**src/sv/round_robin_tick_scheduler_defines.svh**
```systemverilog
// assertion macros shared by the scheduler rtl
`ifndef ROUND_ROBIN_TICK_SCHEDULER_DEFINES_SVH
`define ROUND_ROBIN_TICK_SCHEDULER_DEFINES_SVH
`ifndef SYNTHESIS
`define RRTS_ASSERT(lbl, prop, msg) \
  lbl: assert property (@(posedge clk) disable iff (!rst_n) prop) else $error(msg);
`define RRTS_ASSERT_NEXT(lbl, pre, post, msg) \
  lbl: assert property (@(posedge clk) disable iff (!rst_n) (pre) |=> (post)) else $error(msg);
`else
`define RRTS_ASSERT(lbl, prop, msg)
`define RRTS_ASSERT_NEXT(lbl, pre, post, msg)
`endif
`endif

```
**src/sv/rrts_pkg.sv**
```systemverilog
`default_nettype none
package rrts_pkg;
  localparam int RRTS_SLOTS     = 64;
  localparam int RRTS_TIME_BITS = 16;
  localparam int FIELD_W        = 16;
  localparam int SLOT_W         = 6;
  localparam int QUANT_W        = 8;
  localparam int COUNT_W        = 7;
  localparam int CFG_IDX_W      = 1;
  localparam int CFG_DATA_W     = 8;

  localparam logic [CFG_IDX_W-1:0] CFG_QUANTUM    = 1'd0;
  localparam logic [CFG_IDX_W-1:0] CFG_TASK_COUNT = 1'd1;

  localparam logic [FIELD_W-1:0] WAIT_MAX = '1;

  typedef struct packed {
    logic [FIELD_W-1:0] task_id;
    logic [FIELD_W-1:0] total;
    logic [FIELD_W-1:0] rem;
    logic [FIELD_W-1:0] waits;
    logic               ready;
  } slot_rec_t;
endpackage
`default_nettype wire

```
**src/sv/rrts_cell.sv**
```systemverilog
`default_nettype none
module rrts_cell import rrts_pkg::*; #(
  parameter int TIME_BITS = RRTS_TIME_BITS
) (
  input  wire logic                 clk,
  input  wire logic                 rst_n,
  input  wire logic                 shift_en,
  input  wire slot_rec_t            rec_in,
  input  wire logic [TIME_BITS-1:0] arr_in,
  output slot_rec_t                 rec_out,
  output logic [TIME_BITS-1:0]      arr_out
);
  slot_rec_t            rec_r;
  logic [TIME_BITS-1:0] arr_r;

  // wait and ready have a defined reset, the rest is payload
  always_ff @(posedge clk) begin
    if (!rst_n) begin
      rec_r.waits <= '0;
      rec_r.ready <= 1'b0;
    end else if (shift_en) begin
      rec_r.waits <= rec_in.waits;
      rec_r.ready <= rec_in.ready;
    end
    if (shift_en) begin
      rec_r.task_id <= rec_in.task_id;
      rec_r.total   <= rec_in.total;
      rec_r.rem     <= rec_in.rem;
      arr_r         <= arr_in;
    end
  end

  assign rec_out = rec_r;
  assign arr_out = arr_r;
endmodule
`default_nettype wire

```
**config.mk**
```make
export PLATFORM = sky130hd
export DESIGN_NAME = rrts_cell
export DESIGN_NICKNAME = d
export VERILOG_FILES = /design/src/sv/round_robin_tick_scheduler_defines.svh /design/src/sv/rrts_pkg.sv /design/src/sv/rrts_cell.sv
export SDC_FILE = /design/constraint.sdc
export NUM_CORES = 1
export LEC_CHECK = 0
export ABC_AREA = 1
export ABC_CLOCK_PERIOD_IN_PS = 800
export BUFFER_PORTS_ARGS = -buffer_cell sky130_fd_sc_hd__buf_2
export CORE_AREA = 2 2 87 89
export CTS_CLUSTER_SIZE = 30
export DETAILED_ROUTE_END_ITERATION = 16
export DIE_AREA = 0 0 89 91
export PLACE_DENSITY_LB_ADDON = 0.3
export SETUP_SLACK_MARGIN = 0.05
export SYNTH_ARGS = -nofsm -noshare
export SYNTH_HDL_FRONTEND = slang
export SYNTH_SLANG_ARGS = --single-unit
```
**constraint.sdc**
```tcl
create_clock -name clk -period 0.8 [get_ports clk]
set_input_delay 0.16 -clock clk [delete_from_list [all_inputs] [get_ports clk]]
set_output_delay 0.16 -clock clk [all_outputs]
set_load 0.01 [all_outputs]
```
==> results of run 1 <==
[logic make-up (layout without fill, tap and decap cells)]
group,after synthesis,after routing,synth area share [%]
flip-flops,81,81,85.40
AND/OR/NAND/NOR,68,68,9.636
buffers and inverters,23,263,4.960
[worst reg2reg max path: stages (launching register included)]
cell and delay, ns:
dfxtp_2 0.33, buf_4 0.12, nor2_1 0.08, nor2_1 0.05
[cells in the mapped netlist]
cell	count	area, sq um
buf_8	2	30.03
buf_4	2	15.01
dfxtp_1	17	340.3
nand2_1	34	127.6
nor2_1	34	127.6
inv_1	17	63.81
buf_6	2	22.52
edfxtp_1	64	1922
[metrics by stage]
| stage | util, % | power, W | setup TNS, ns | setup slack [ns] | instances |
|---|---|---|---|---|---|
| 3_5_place_dp | 50.00 | 0.005993 | -4.899 | -0.07170 | 431 |
| 4_1_cts | 63.46 | 0.009223 | -17.77 | -0.2716 | 511 |
| 6_report | 63.55 | 0.009125 | -15.92 | -0.2470 | 511 |
| 3_3_place_gp | 50.00 | 0.005962 | -3.824 | -0.06445 | 431 |
| 2_1_floorplan | - | 0.005414 | 0 | 0.1509 | 172 |
| 5_1_grt | 63.55 | 0.009485 | -19.05 | -0.2808 | 511 |
[per-layer routing]
layer  share of wire (%)  vias up  wire length, um
li1                    -     1032                -
met1                  39      948             2614
met2                  48      119             3195
met3                  11       16              740
met4                 2.5        0              170
met5                   0        -                0
[worst max path at each step]
stage | start | to | depth (start not counted)
global placement | shift_en | rec_out[48]$_DFFE_PP_ | 2
floorplan | rst_n | rec_out[10]$_SDFFE_PN0P_ | 4
CTS | rec_out[59]$_DFFE_PP_ | rec_out[59] | 1
detailed placement | shift_en | rec_out[58]$_DFFE_PP_ | 2
global route | arr_out[12]$_DFFE_PP_ | arr_out[12] | 1
finish | rec_out[59]$_DFFE_PP_ | rec_out[59] | 1
[flip-flops by register name (all words and copies together) (netlist names)]
register / count
arr_out: 16
rec_out: 65
[cell usage in the layout (no fill, tap or decap), drive strengths merged]
cell type and n:
buf 167, bufinv 1, clkbuf 10, clkinv 2
clkinvlp 2, dfxtp 17, dlygate4sd3 63, edfxtp 64
inv 18, nand2 34, nor2 34
[repair_timing]
item                       CTS  global route
setup buffers                1             0
setup endpoints to repair   81            81
gates resized for setup     34             2
hold endpoints to repair    63             0
pin swaps                    0             0
hold buffers                63             0
[power groups by stage]
| stage | sequential [W] | clock, W | combinational (W) |
|---|---|---|---|
| final | 0.00501 | 0.00288 | 0.00124 |
| after global routing | 0.00503 | 0.00310 | 0.00135 |
| after CTS | 0.00500 | 0.00299 | 0.00124 |
| after detailed placement | 0.00507 | 0 | 0.000922 |
| after floorplan | 0.00526 | 0 | 0.000158 |
| after global placement | 0.00506 | 0 | 0.000905 |
[final cells by class]
| class | count | area (sq um) |
|---|---|---|
| Clock inverter | 6 | 67.56 |
| Sequential cell | 81 | 2283 |
| Fill cell | 585 | 2601 |
| Clock buffer | 10 | 127.6 |
| Tap cell | 99 | 123.9 |
| Timing Repair Buffer | 230 | 1614 |
| Inverter | 17 | 63.81 |
| Multi-Input combinational cell | 68 | 255.2 |
==> impl_metrics.toml, run 1 <==
[global_routing]
grt_overflow_total = 0
grt-busiest-layer = "met2"
grt_max_degree = 54
use_met3_pct = 5.091
grt_pass1_vias = 2099
grt_usage_pct = 15.53
grt_use_met1_pct = 17.20
use_met2_pct = 26.12
antenna_found_initial = 0
grt_pass1_wl_um = 9473

[timing]
layout_setup_ws_ns = -0.2470
period_needed_ns = 1.047
slew_violations = 0
hold_viol = 0
whs_ns = 0.02068
setup_violations = 81
tightest_slew_ns = 0.3138
final.period_utilization_pct = 130.9
skew_ns = 0
fmax_mhz = 955.1
slew_headroom_pct = 79.08
rsz0062_at_grt = "yes"

[clocking]
cts-root-buf = "clkbuf_8"
cts_buffers = 9
clk_path_buf_depth = 2
insertion_delay_ns = 0.33
cts_tree = "yes"
ctsHtreeMaxLevel = 3
clkTransAtPathRegs_ns = 0.07
numClockSinks = 81

[worst_setup_path]
critPathTopFamily = "flip-flops"
worstPathArrival_ns = 0.89
r2r-end = "rec_out[8]$_SDFFE_PN0P_"
crit_fanout = 1
required_ns = 0.64
crit_type = "flop to primary output"
cpMaxStageDelayCell = "edfxtp_1"
crit_buf_inv = 1
crit_path_end_kind = "primary output"
cp_cell_sequence = "buf_2"
cp_slowest_stage_delay_ns = 0.40
regToRegSetupSlack_ns = 0.12
r2r_cells = 3
setup.worst_path.start_class = "flop"
rr_startpoint = "rec_out[8]$_SDFFE_PN0P_"

[outcome]
status = "finished, violations left"
violations = "negative setup slack"

[floorplan]
die_x_um = 89
start_util_pct = 37.11
dieArea_sq_um = 8099
core_sq_um = 7137
rows = 31
die-height_um = 91
ioPinCount = 165

[synth]
ys_ff_latch = 81
synth_area_sq_um = 2649
yosysUniqueCellTypes = 8
avgSynthCellArea_sq_um = 15.40
yosysWarningCount = 0
synth_fp_nets = 256
syn_inst = 172
seq_area_frac_synth_pct = 85.40

[power_and_ir_drop]
seq_power_share_pct = 54.9
vdd_drop_max_v = 0.001028
power.switching_w = 0.002087
p_leak_nw = 2.086
pwr-share-clk_pct = 31.5
combinationalPowerShare_pct = 13.6
p_int_w = 0.007039
p_sw_share_pct = 22.87
power_density_nw_per_um2 = 2012

[route]
postRouteAntennaNets = 0
drc = 0
first_pass_iters = 4
first_iter_violations = 44
drt-wirelength-per-cell_um = 13.15
vias = 2115
via_per_inst = 4.139
routed_wl_um = 6720

[cells_and_area]
final_area_sq_um = 4536
drive_gt1_share_pct = 48.30
syn_to_final_growth_pct = 71.23
n_antenna_cell = 0
nets = 491

[place]
hpwl_um = 4136
postPlaceCellArea_sq_um = 3568
port_buffers = 164
gp_congestion = 0.6606

[min_path]
min_path_cells = 1
min_to = "rec_out[54]$_DFFE_PP_"
holdCritStartpoint = "rec_in[54]"
min_path_type = "input pin to flop"

[job]
maxCapViolCount = 0
Power figures use the tool's default switching activity.
==> run 2: changes to the inputs <==
--- a/config.mk
+++ b/config.mk
@@ -7,7 +7,7 @@
 export LEC_CHECK = 0
 export ABC_AREA = 1
 export ABC_CLOCK_PERIOD_IN_PS = 800
-export BUFFER_PORTS_ARGS = -buffer_cell sky130_fd_sc_hd__buf_2
+export BUFFER_PORTS_ARGS = -buffer_cell sky130_fd_sc_hd__clkbuf_2
 export CORE_AREA = 2 2 87 89
 export CTS_CLUSTER_SIZE = 30
 export DETAILED_ROUTE_END_ITERATION = 16
==> run 2 against run 1 <==
  * The run still ends with negative setup slack left
  * Global-route usage rose by 0.47 points
  * Sequential power about the same
  * Total power grew 6.9%
  * Via count down 0.28%
  * Wire length decreased by 0.51%
  * Clock power grew 22%
  * First-iteration DRC count is 9.1% lower
  * Critical endpoint is now arr_out[0]
  * Largest cell class unchanged
==> impl_metrics.toml, run 2 (synthesis gave the netlist of run 1 again) <==
[cells_and_area]
multi_input_area_sq_um = 255.2
layout_commonest_cell = "clkbuf_2"
n_antenna_cell = 0
largest_reg_flops = 65
syn_to_final_growth_pct = 73.22
ff_latch_area_sq_um = 2283
nets = 493
post-route-util_pct = 64.29
final_cells = 512
final_area_sq_um = 4588
final_cell_mix = "clkbuf_2, edfxtp_1, dlygate4sd3_1, nor2_1, nand2_1"
fillers = 582
drive_gt1_share_pct = 48.67

[power_and_ir_drop]
vdd_drop_max_v = 0.0008834
power.switching_w = 0.002099
p_leak_nw = 2.148
combinationalPowerShare_pct = 12.8
pwr-share-clk_pct = 35.9
p_sw_share_pct = 21.51
seq_power_share_pct = 51.3
power_w = 0.009759
p_int_w = 0.007660
power_density_nw_per_um2 = 2127

[global_routing]
grt_pass1_vias = 2171
grt_max_degree = 40
antenna_found_initial = 0
grt_usage_pct = 16.00
grt_pass1_wl_um = 9894
grt_overflow_total = 0

[clocking]
cts_tree = "yes"
insertion_delay_ns = 0.34
cts-root-buf = "clkbuf_8"
clkTransAtPathRegs_ns = 0.08
ctsHtreeMaxLevel = 3
clk_path_buf_depth = 2
numClockSinks = 81
cts_buffers = 9

[floorplan]
ioPinCount = 165
die_x_um = 89
core_sq_um = 7137
die-height_um = 91
start_util_pct = 37.11
dieArea_sq_um = 8099
rows = 31

[worst_setup_path]
cpMaxStageDelayCell = "edfxtp_1"
worstPathArrival_ns = 0.91
setup.worst_path.start_class = "flop"
crit_type = "flop to primary output"
required_ns = 0.64
cp_cell_sequence = "clkbuf_2"
crit_buf_inv = 1
rr_startpoint = "rec_out[14]$_SDFFE_PN0P_"
crit_fanout = 1
r2r-end = "rec_out[14]$_SDFFE_PN0P_"
r2r_cells = 2
critPathTopFamily = "flip-flops"
cp_slowest_stage_delay_ns = 0.42
regToRegSetupSlack_ns = 0.21
crit_path_end_kind = "primary output"

[min_path]
min_path_cells = 1
min_to = "rec_out[30]$_DFFE_PP_"
min_path_type = "input pin to flop"
holdCritStartpoint = "rec_in[30]"

[route]
postRouteAntennaNets = 0
first_pass_iters = 4
vias = 2109
drt-wirelength-per-cell_um = 13.06
first_iter_violations = 40
routed_wl_um = 6686
via_per_inst = 4.119
drc = 0

[place]
hpwl_um = 4171
dp_cells = 434
port_buffers = 164
postPlaceCellArea_sq_um = 3591
dp_slack_ns = -0.05652
gp_congestion = 0.6758

[timing]
slew_violations = 0
fmax_mhz = 935.9
period_needed_ns = 1.069
slew_headroom_pct = 77.41
hold_viol = 0
tightest_slew_ns = 0.3389
skew_ns = 0
setup_violations = 81
layout_setup_ws_ns = -0.2685
rsz0062_at_grt = "yes"
final.period_utilization_pct = 133.6

[outcome]
violations = "negative setup slack"
status = "finished, violations left"

[job]
maxCapViolCount = 0
run 2: stage by stage:
step | hold slack, ns | TNS, ns
after floorplan | 0.2589 | 0
after global placement | 0.3375 | -2.403
after detailed placement | 0.3387 | -3.220
after CTS | 0.006602 | -17.13
after global routing | 0.0001947 | -19.25
final | 0.02623 | -15.50
run 2: layout make-up:
| cell class | count | share of cell area (%) |
|---|---|---|
| Clock inverter | 6 | 2.509 |
| Sequential cell | 81 | 49.77 |
| Timing Repair Buffer | 232 | 35.37 |
| Multi-Input combinational cell | 68 | 5.563 |
| Tap cell | 99 | 2.700 |
| Clock buffer | 9 | 2.700 |
| Inverter | 17 | 1.391 |
run 2: worst max-delay path by stage:
stage	from	to	slack, ns	cells past startpoint
4_1_cts	rec_out[59]$_DFFE_PP_	rec_out[59]	-0.26	1
2_1_floorplan	rst_n	rec_out[10]$_SDFFE_PN0P_	0.15	4
3_3_place_gp	shift_en	rec_out[24]$_DFFE_PP_	-0.05	2
5_1_grt	arr_out[0]$_DFFE_PP_	arr_out[0]	-0.33	1
6_report	arr_out[0]$_DFFE_PP_	arr_out[0]	-0.27	1
3_5_place_dp	shift_en	rec_out[48]$_DFFE_PP_	-0.06	2
run 2: per-layer routing:
metal | wire length (um) | global-route usage [%] | share of wire (%)
met2 | 3336 | 27.74 | 50
met1 | 2452 | 17.73 | 37
met5 | 0 | 0 | 0
met3 | 806 | 5.545 | 12
met4 | 91 | 6.095 | 1.4
run 2: power by group through the flow:
stage	clock network [W]	registers [W]	logic, W
5_1_grt	0.00378	0.00505	0.00137
4_1_cts	0.00359	0.00499	0.00117
2_1_floorplan	0	0.00526	0.000158
3_5_place_dp	0	0.00508	0.000929
3_3_place_gp	0	0.00507	0.000914
6_report	0.00350	0.00501	0.00125
run 2: timing repair:
action	CTS	global route
hold buffers	62	1
pin swaps	0	0
buffers inserted	0	0
gates resized for setup	17	36
setup endpoints to repair	81	81
hold endpoints to repair	62	1
